--- src/smbs_pkg.sv ---
`default_nettype none

package smbs_pkg;

	// fixed field widths
	localparam int ADDR_W = 12;
	localparam int OFF_W  = 19;
	localparam int COL_W  = 18;
	localparam int SUM_W  = 20;
	localparam int ROW_W  = 4;
	localparam int HALF_W = 4;
	localparam int CNT_W  = 5;

	// item kinds
	typedef enum logic [1:0] {
		KIND_CLEAR = 2'd0,
		KIND_STAMP = 2'd1,
		KIND_READ  = 2'd2
	} smbs_kind_t;

	// blob shape codes
	localparam logic [2:0] SHAPE_ROW7  = 3'd0;
	localparam logic [2:0] SHAPE_ROW8  = 3'd1;
	localparam logic [2:0] SHAPE_ROW12 = 3'd2;
	localparam logic [2:0] SHAPE_ROW6  = 3'd3;
	localparam logic [2:0] SHAPE_ROW14 = 3'd4;

	// configuration register indexes
	localparam logic [1:0] REG_BORDER_FRAME   = 2'd0;
	localparam logic [1:0] REG_GRADIENT_ON    = 2'd1;
	localparam logic [1:0] REG_GRADIENT_SLOPE = 2'd2;

	localparam logic [7:0] SLOPE_RESET = 8'd4;

	// half-width tables, one per shape
	localparam logic [HALF_W-1:0] HALF_S0 [14] = '{2, 3, 4, 4, 4, 3, 2, 0, 0, 0, 0, 0, 0, 0};
	localparam logic [HALF_W-1:0] HALF_S1 [14] = '{2, 3, 4, 4, 4, 4, 3, 2, 0, 0, 0, 0, 0, 0};
	localparam logic [HALF_W-1:0] HALF_S2 [14] = '{2, 4, 5, 5, 6, 6, 6, 6, 5, 5, 4, 2, 0, 0};
	localparam logic [HALF_W-1:0] HALF_S3 [14] = '{1, 2, 3, 3, 2, 1, 0, 0, 0, 0, 0, 0, 0, 0};
	localparam logic [HALF_W-1:0] HALF_S4 [14] = '{2, 4, 5, 6, 7, 8, 8, 8, 8, 7, 6, 5, 4, 2};

	typedef struct packed {
		logic [ROW_W-1:0] rows;
		logic [2:0]       first;
		logic             narrow;
	} smbs_shape_t;

	typedef enum logic [2:0] {
		ST_INIT,
		ST_IDLE,
		ST_CLEAR,
		ST_STAMP_ROW,
		ST_STAMP_PIX,
		ST_READ,
		ST_DONE
	} smbs_state_t;

	// controller to datapath
	typedef struct packed {
		logic load;
		logic clr_step;
		logic clr_frame;
		logic row_load;
		logic pix_step;
		logic rd;
		logic res_load;
		logic res_read;
	} smbs_cmd_t;

	// datapath to controller
	typedef struct packed {
		logic clr_last;
		logic pix_last;
		logic row_last;
	} smbs_status_t;

	// row count, centre row and narrow flag of a shape; unknown codes use the six-row shape
	function automatic smbs_shape_t shape_info(input logic [2:0] shape);
		smbs_shape_t s;
		case (shape)
			SHAPE_ROW7:  s = '{rows: 4'd7,  first: 3'd3, narrow: 1'b1};
			SHAPE_ROW8:  s = '{rows: 4'd8,  first: 3'd4, narrow: 1'b0};
			SHAPE_ROW12: s = '{rows: 4'd12, first: 3'd6, narrow: 1'b0};
			SHAPE_ROW14: s = '{rows: 4'd14, first: 3'd7, narrow: 1'b0};
			default:     s = '{rows: 4'd6,  first: 3'd2, narrow: 1'b1};
		endcase
		return s;
	endfunction

	// half-width of one shape row
	function automatic logic [HALF_W-1:0] shape_half(input logic [2:0] shape,
		input logic [ROW_W-1:0] row);
		logic [HALF_W-1:0] h;
		case (shape)
			SHAPE_ROW7:  h = HALF_S0[row];
			SHAPE_ROW8:  h = HALF_S1[row];
			SHAPE_ROW12: h = HALF_S2[row];
			SHAPE_ROW14: h = HALF_S4[row];
			default:     h = HALF_S3[row];
		endcase
		return h;
	endfunction

endpackage

`default_nettype wire

--- src/smbs_ctrl.sv ---
`default_nettype none

module smbs_ctrl
	import smbs_pkg::*;
(
	input  wire logic         clk,
	input  wire logic         arst_n,
	input  wire logic         item_valid,
	input  wire logic [1:0]   item_kind,
	output logic              item_ready,
	output logic              result_valid,
	input  wire logic         result_ready,
	input  wire smbs_status_t status,
	output smbs_cmd_t         cmd
);

	smbs_state_t state_q;
	smbs_state_t state_d;
	logic [1:0]  kind_q;
	logic        result_valid_q;

	// state register
	always_ff @(posedge clk or negedge arst_n) begin
		if (!arst_n) begin
			state_q <= ST_INIT;
		end else begin
			state_q <= state_d;
		end
	end

	// kind of the transaction in progress
	always_ff @(posedge clk or negedge arst_n) begin
		if (!arst_n) begin
			kind_q <= '0;
		end else if (cmd.load) begin
			kind_q <= item_kind;
		end
	end

	// result valid, set on load and cleared when taken
	always_ff @(posedge clk or negedge arst_n) begin
		if (!arst_n) begin
			result_valid_q <= 1'b0;
		end else if (cmd.res_load) begin
			result_valid_q <= 1'b1;
		end else if (result_ready) begin
			result_valid_q <= 1'b0;
		end
	end

	assign result_valid = result_valid_q;
	assign item_ready   = state_q == ST_IDLE;

	// next state and commands
	always_comb begin
		state_d = state_q;
		cmd     = '0;
		unique case (state_q)
			ST_INIT: begin
				cmd.clr_step = 1'b1;
				if (status.clr_last) begin
					state_d = ST_IDLE;
				end
			end
			ST_IDLE: begin
				if (item_valid) begin
					cmd.load = 1'b1;
					unique case (item_kind)
						KIND_CLEAR: state_d = ST_CLEAR;
						KIND_STAMP: state_d = ST_STAMP_ROW;
						KIND_READ:  state_d = ST_READ;
						default:    state_d = ST_DONE;
					endcase
				end
			end
			ST_CLEAR: begin
				cmd.clr_step  = 1'b1;
				cmd.clr_frame = 1'b1;
				if (status.clr_last) begin
					state_d = ST_DONE;
				end
			end
			ST_STAMP_ROW: begin
				cmd.row_load = 1'b1;
				state_d      = ST_STAMP_PIX;
			end
			ST_STAMP_PIX: begin
				cmd.pix_step = 1'b1;
				if (status.pix_last) begin
					state_d = status.row_last ? ST_DONE : ST_STAMP_ROW;
				end
			end
			ST_READ: begin
				cmd.rd  = 1'b1;
				state_d = ST_DONE;
			end
			ST_DONE: begin
				if (!result_valid_q || result_ready) begin
					cmd.res_load = 1'b1;
					cmd.res_read = kind_q == KIND_READ;
					state_d      = ST_IDLE;
				end
			end
			default: state_d = ST_IDLE;
		endcase
	end

endmodule

`default_nettype wire

--- config.mk ---
export PLATFORM = sky130hd
export DESIGN_NAME = smbs_ctrl
export DESIGN_NICKNAME = d
export VERILOG_FILES = /design/src/smbs_pkg.sv /design/src/smbs_ctrl.sv
export SDC_FILE = /design/constraint.sdc
export NUM_CORES = 1
export LEC_CHECK = 0
export ABC_AREA = 1
export BUFFER_PORTS_ARGS = -buffer_cell sky130_fd_sc_hd__buf_4
export CAP_MARGIN = 10
export CORE_UTILIZATION = 34
export DETAILED_ROUTE_END_ITERATION = 6
export SYNTH_ARGS = -nofsm -noshare
export SYNTH_HDL_FRONTEND = slang
export SYNTH_SLANG_ARGS = --single-unit
--- constraint.sdc ---
create_clock -name clk -period 2.8 [get_ports clk]
set_input_delay 0.28 -clock clk [delete_from_list [all_inputs] [get_ports clk]]
set_output_delay 0.28 -clock clk [all_outputs]
set_load 0.01 [all_outputs]
==> qor.csv, run 1 <==
stage,metric,value,unit
logic_synthesis,synth.avg_cell_area,6.49,sq um
worst_setup_path,critPathLaunchType,flip-flop,
logic_synthesis,syn_inst,79,
route,wl_per_cell,9.07,um
finish,drive_gt1_share,28.0,%
route,vias,551,
sta,finalCritPeriodShare,57.6,%
worst_setup_path,critPathSlowestCell,dfrtp_1,
floorplan,fp-row-count,13,
sta,drv_slew,0,
sta,clock.fmax,0.620,GHz
clock_network,cts_setup_buffers,0,
clock_network,clkSinkCount,6,
route,antenna_left,0,
worst_setup_path,critPathKind,flip-flop to output port,
finish,num_antenna_cells,0,
clock_network,cts.htree.levels,1,
placed_design,hpwl,872,um
floorplan,die_y,40.8,um
worst_setup_path,cp_max_fo,6,
global_routing,grt_pass1_vias,418,
global_routing,grt_use_met1,19.7,%
power,power.leakage,0.424,nW
worst_setup_path,slowest_delay,0.43,ns
hold_path,min_path_type,input port to flip-flop,
worst_setup_path,cp_data_arrival_time,1.33,ns
finish,syn2layout_area_growth,34.1,%
clock_network,cts-root-buf,clkbuf_4,
finish,final_nets,114,
clock_network,clk_pin_slew,0.04,ns
route,viasPerCell,4.79,
sta,finClkSkew,0.00418,ns
global_routing,antenna_found_initial,0,
logic_synthesis,syn-num-nets,91,
global_routing,grt-ovfl-total,0,
global_routing,grt_util_all_layers,14.8,%
flow_run,max_cap_viol_count,0,
global_routing,use_met2,24.6,%
worst_setup_path,cp_cell_sequence,inv_2 -> nor2_1 -> nand3_1 -> nor3_1 -> buf_4,
logic_synthesis,syn_area,513,sq um
sta,min_period,1.61,ns
finish,fin_util,51.0,%
placed_design,routabilityCongestion,0.755,
sta,setup_viol,0,
logic_synthesis,yosys.cell_types.count,18,
global_routing,grt_max_degree,10,
sta,setup-tns-final,0,ns
sta,relSlewSlack,79.7,%
worst_setup_path,critPathTopFamily,flip-flops,
placed_design,io_buffer_count,18,
power,pwr_density_cell,1010,nW/um^2
route,routed_wl,1040,um
sta,final_hold_viol_count,0,
clock_network,clockBufferDepth,2,
global_routing,met3_usage,3.26,%
route,drtPass1Iterations,4,
route,first_iter_violations,9,
floorplan,core,1350,sq um
floorplan,dieArea,1670,sq um
route,drc_errors,0,
logic_synthesis,ys_ff_latch,6,
floorplan,fp.dieW,40.8,um
sta,worst_pin_slew,0.304,ns
worst_setup_path,worstPathRequired,2.52,ns
clock_network,cts_made_buffers,3,
power,ir_drop,434,uV
worst_setup_path,path_buf_inv,2,
floorplan,initial_utilization,38.0,%
outcome,status,"finished, final reports clean",
clock_network,clk-insertion-delay-late,0.24,ns
floorplan,io_pins,19,
clock_network,cts_tree,done,
worst_setup_path,end_kind,output port,
global_routing,grt_pass1_wl,1640,um
logic_synthesis,ys_seq_area_share,29.3,%
logic_synthesis,yosys_warnings,0,
sta,rsz0062_at_grt,no,
global_routing,grt_busiest_layer,met2,
-- layout make-up --
cell class | instances | area [sq um]
repair buffers | 19 | 145
fillers | 134 | 662
well taps | 15 | 18.8
multi-input cells | 56 | 289
flip-flops and latches | 6 | 150
inverters | 16 | 62.6
clock buffers | 3 | 22.5
-- cell families (layout without fill, tap and decap cells) --
kind of cell | after synthesis | count (layout) | synth area share, %
simple gates | 49 | 49 | 44.6
buf+inv | 17 | 38 | 14.4
flops | 6 | 6 | 29.3
compound gates | 4 | 4 | 4.39
fa+ha+maj | 3 | 3 | 7.32
-- state kept, by name (all words and copies together), names as in the netlist --
register      flops
state_q           3
kind_q            2
result_valid      1
-- synth_stat cells --
cell type	instances	share of area, %
a21o_1	1	1.5
a21oi_1	1	0.97
buf_6	1	2.2
dfrtp_1	6	29
ha_1	3	7.3
inv_1	13	9.5
inv_2	2	1.5
inv_4	1	1.2
nand2_1	19	14
nand3_1	11	11
nand3_2	1	2.0
nand3b_1	3	4.4
nand4_1	1	1.2
nor2_1	9	6.6
nor2_2	3	3.7
nor3_1	1	0.97
o21ai_0	2	2.0
or2_0	1	1.2
-- worst register-to-register path: stages, from the launching register on --
cell and delay, ns:
dfrtp_1 0.51, inv_4 0.08, nand3_1 0.16, nand2_1 0.09
nor2_1 0.11, nand2_1 0.07, nand3_1 0.08, nand2_1 0.05
-- layer usage --
layer / vias to the layer above / part of all wire, %
li1: 293 / -
met1: 240 / 47
met2: 18 / 46
met3: 0 / 7.2
met4: 0 / 0
met5: - / 0
-- path summary, 6_finish.rpt --
| kind | start | end | slack, ns | cells after the start |
|---|---|---|---|---|
| min in group asynchronous | arst_n | state_q[0] | 0.38 | 2 |
| worst max-delay path | state_q[1] | cmd[0] | 1.19 | 5 |
| worst max register to register | state_q[2] | state_q[1] | 1.54 | 7 |
| max in group asynchronous | arst_n | kind_q[1] | 2.31 | 2 |
| worst min-delay path | item_kind[1] | kind_q[1] | 0.29 | 3 |
| worst min register to register | result_valid | result_valid | 0.54 | 2 |
-- metrics by stage --
step	power (W)	hold slack (ns)	setup WS, ns	cells	instance area (sq um)
floorplan	0.000484	-0.0156	1.57	79	513
finish	0.000697	0.288	1.19	115	688
global placement	0.000622	0.0892	1.44	111	656
CTS	0.000704	0.291	1.19	115	688
detailed placement	0.000621	0.0908	1.46	111	656
global route	0.000771	0.320	1.07	115	688
-- power breakdown --
part | total (W) | internal, W | switching (W)
Sequential | 0.000185 | 0.000132 | 0.0000530
Clock | 0.0000797 | 0.0000485 | 0.0000312
Combinational | 0.000432 | 0.000184 | 0.000248
Total | 0.000697 | 0.000364 | 0.000332
-- cells in the final DEF (no fill, tap or decap) --
cell,netlist,final
nand2_1,19,19
buf_4,0,18
inv_1,13,13
nand3_1,11,11
nor2_1,9,9
dfrtp_1,6,6
nor2_2,3,3
nand3b_1,3,3
ha_1,3,3
clkbuf_4,0,3
inv_2,2,2
o21ai_0,2,2
inv_4,1,1
nand3_2,1,1
nor3_1,1,1
a21o_1,1,1
or2_0,1,1
a21oi_1,1,1
nand4_1,1,1
dlygate4sd3_1,0,1
-- timing repair --
| action | CTS | global route |
|---|---|---|
| endpoints found under the setup margin | 0 | 0 |
| hold endpoints to repair | 6 | 0 |
| hold buffers | 1 | 0 |
| gates resized for setup | 0 | 0 |
No activity file was read; power rests on OpenSTA's default activity.
==> run 2: changes to the inputs <==
Settings changed: ABC_AREA 1 to 0.
Clock period 2.8 ns to 1.4 ns, I/O delays scaled along.
==> run 2 against run 1 <==
The run now ends with negative setup slack left. Register-to-register slack lost 1.4 ns. Largest power group unchanged. Power grew 100%. Critical path type unchanged. Critical endpoint unchanged. First-iteration DRC count is the same. Sequential share of layout area grew 0.38 points. Global-route usage grew 1.7 points. Critical path depth shrank 2. Clock power grew 100%. Utilization grew 8.2 points. Sequential power grew 99%. Die area shrank 11%. Synthesized area shrank 11%.
==> qor.csv, run 2 <==
stage,metric,value,unit
outcome,status,"complete, but fails checks",
outcome,violations,negative setup slack,
logic_synthesis,synthTopCellsByCount,"6 x dfrtp_1, 6 x nor2_1, 3 x ha_1, 3 x inv_1",
global_routing,grt_pass1_wl,1590,um
worst_setup_path,cp_max_fo,3,
hold_path,hp-start,item_kind[0],
logic_synthesis,syn_area,454,sq um
placed_design,routabilityCongestion,0.792,
sta,relSlewSlack,77.2,%
worst_setup_path,cp_data_arrival_time,1.27,ns
clock_network,clockBufferDepth,2,
flow_run,max_cap_viol_count,0,
hold_path,hold_depth,2,
logic_synthesis,syn_inst,48,
clock_network,cts.htree.levels,1,
placed_design,io_buffer_count,18,
finish,final_common_cell,buf_4,
hold_path,min_path_type,input port to flip-flop,
finish,top_register,state_q,
placed_design,hpwl,766,um
worst_setup_path,crit_end,cmd[0],
clock_network,cts-root-buf,clkbuf_4,
logic_synthesis,yosys.cell_types.count,26,
worst_setup_path,slowest_delay,0.39,ns
worst_setup_path,critPathKind,flip-flop to output port,
logic_synthesis,async_flop_share,100,%
worst_setup_path,worstPathRequired,1.26,ns
worst_setup_path,worst-path-stages,3,
sta,final_hold_viol_count,0,
route,vias,427,
logic_synthesis,yosys.area.top_type_share,33.1,%
global_routing,grt_util_all_layers,16.5,%
route,first_iter_violations,9,
global_routing,grt-ovfl-total,0,
sta,finalCritPeriodShare,101,%
global_routing,grt_pass1_vias,390,
global_routing,antenna_found_initial,0,
worst_setup_path,r2r-end,kind_q[0],
logic_synthesis,ys_top_cells_by_area,"dfrtp_1 33%, ha_1 8.3%, mux2_4 6.6%",
floorplan,initial_utilization,38.8,%
logic_synthesis,synth.avg_cell_area,9.46,sq um
worst_setup_path,startpoint,state_q[0],
worst_setup_path,cp_cell_sequence,nand3b_1 -> nor4b_2 -> buf_4,
finish,design_area,693,sq um
worst_setup_path,critPathTopFamily,simple AND/OR/NAND/NOR gates,
route,drtPass1Iterations,4,
finish,largest_reg_flops,3,
worst_setup_path,regToRegStartpoint,state_q[0],
clock_network,cts_made_buffers,3,
worst_setup_path,path_buf_inv,1,
logic_synthesis,ys_seq_area_share,33.1,%
sta,rsz0062_at_grt,yes,
floorplan,core,1170,sq um
logic_synthesis,ys_ff_latch,6,
power,power,0.00142,W
route,viasPerCell,4.80,
sta,drv_slew,0,
placed_design,dp_slack,0.0998,ns
route,wl_per_cell,11.6,um
logic_synthesis,synth_edf_count,0,
finish,final_cell_mix,"26 x buf_4, 5 x nor2_1",
route,routed_wl,1030,um
worst_setup_path,end_kind,output port,
finish,final_nets,89,
finish,drive_gt1_share,52.0,%
clock_network,clk-insertion-delay-late,0.24,ns
route,antenna_left,0,
worst_setup_path,critPathLaunchType,flip-flop,
sta,worst_pin_slew,0.341,ns
power,pwr_density_cell,2050,nW/um^2
finish,syn2layout_area_growth,52.6,%
floorplan,fp.dieW,38.6,um
sta,clock.fmax,0.708,GHz
worst_setup_path,ff2ff_setup_slack,0.11,ns
clock_network,cts_tree,done,
global_routing,grt_max_degree,9,
logic_synthesis,yosys_warnings,0,
floorplan,io_pins,19,
floorplan,dieArea,1490,sq um
floorplan,die_y,38.6,um
sta,setup_slack,-0.0129,ns
finish,num_antenna_cells,0,
clock_network,clk_pin_slew,0.05,ns
logic_synthesis,synthFlopType,dfrtp_1,
floorplan,fp-row-count,12,
sta,min_period,1.41,ns
power,power.leakage,0.341,nW
clock_network,clkSinkCount,6,
worst_setup_path,critPathSlowestCell,dfrtp_2,
sta,finClkSkew,0.00348,ns
worst_setup_path,r2r_cells,4,
placed_design,postPlaceCellArea,619,sq um
route,drc_errors,0,
sta,setup_viol,1,
power,ir_drop,948,uV
logic_synthesis,syn-num-nets,60,
logic_synthesis,synth_area_leader_cell,dfrtp_1,
run 2: how the worst min path moves through the flow:
| stage | endpoint |
|---|---|
| final | kind_q[0] |
| after floorplan | kind_q[0] |
| after global routing | kind_q[1] |
| after CTS | kind_q[0] |
| after detailed placement | result_valid |
| after global placement | kind_q[0] |
run 2: stage by stage:
stage,TNS (ns),utilization [%],cells,hold WS [ns]
finish,-0.0129,59.2,89,0.153
global route,-0.192,59.2,89,0.147
CTS,-0.0887,57.9,88,0.146
detailed placement,0,52.9,81,-0.0492
global placement,0,52.9,81,-0.0517
floorplan,0,-,48,-0.156
run 2: final cells by class:
class	count	area (sq um)
clock buffers	3	22.5
fillers	108	478
inverters	3	11.3
multi-input cells	36	283
flip-flops and latches	6	154
well taps	14	17.5
repair buffers	27	205
run 2: where the power goes:
group	internal (W)	switching [W]
clock network	0.0000971	0.0000642
registers	0.000274	0.0000949
logic	0.000506	0.000382
total	0.000878	0.000541
run 2: kinds of logic after synthesis:
kind of cell             after synthesis  share of synthesized area [%]
AO/OA/AOI/OAI                         10                           14.6
flip-flops                             6                           33.1
multiplexers                           3                           8.82
adder cells (fa/ha/maj)                3                           8.27
AND/OR/NAND/NOR                       20                           28.9
buffers and inverters                  6                           6.34
run 2: metal layers:
metal | part of all wire (%) | wire [um] | GRT usage [%] | vias to the layer above
met5 | 0 | 0 | 0 | -
met4 | 0 | 0 | 15.5 | 0
met3 | 2.2 | 23 | 1.74 | 0
met2 | 56 | 574 | 26.7 | 9
met1 | 42 | 433 | 18.6 | 196
li1 | - | - | - | 222
run 2: timing repair:
action,CTS,global route
gates resized for setup,3,2
hold buffers,1,0
setup buffers,3,1
gates cloned,0,0
pin swaps,1,1
hold endpoints to repair,6,0
endpoints found under the setup margin,2,3
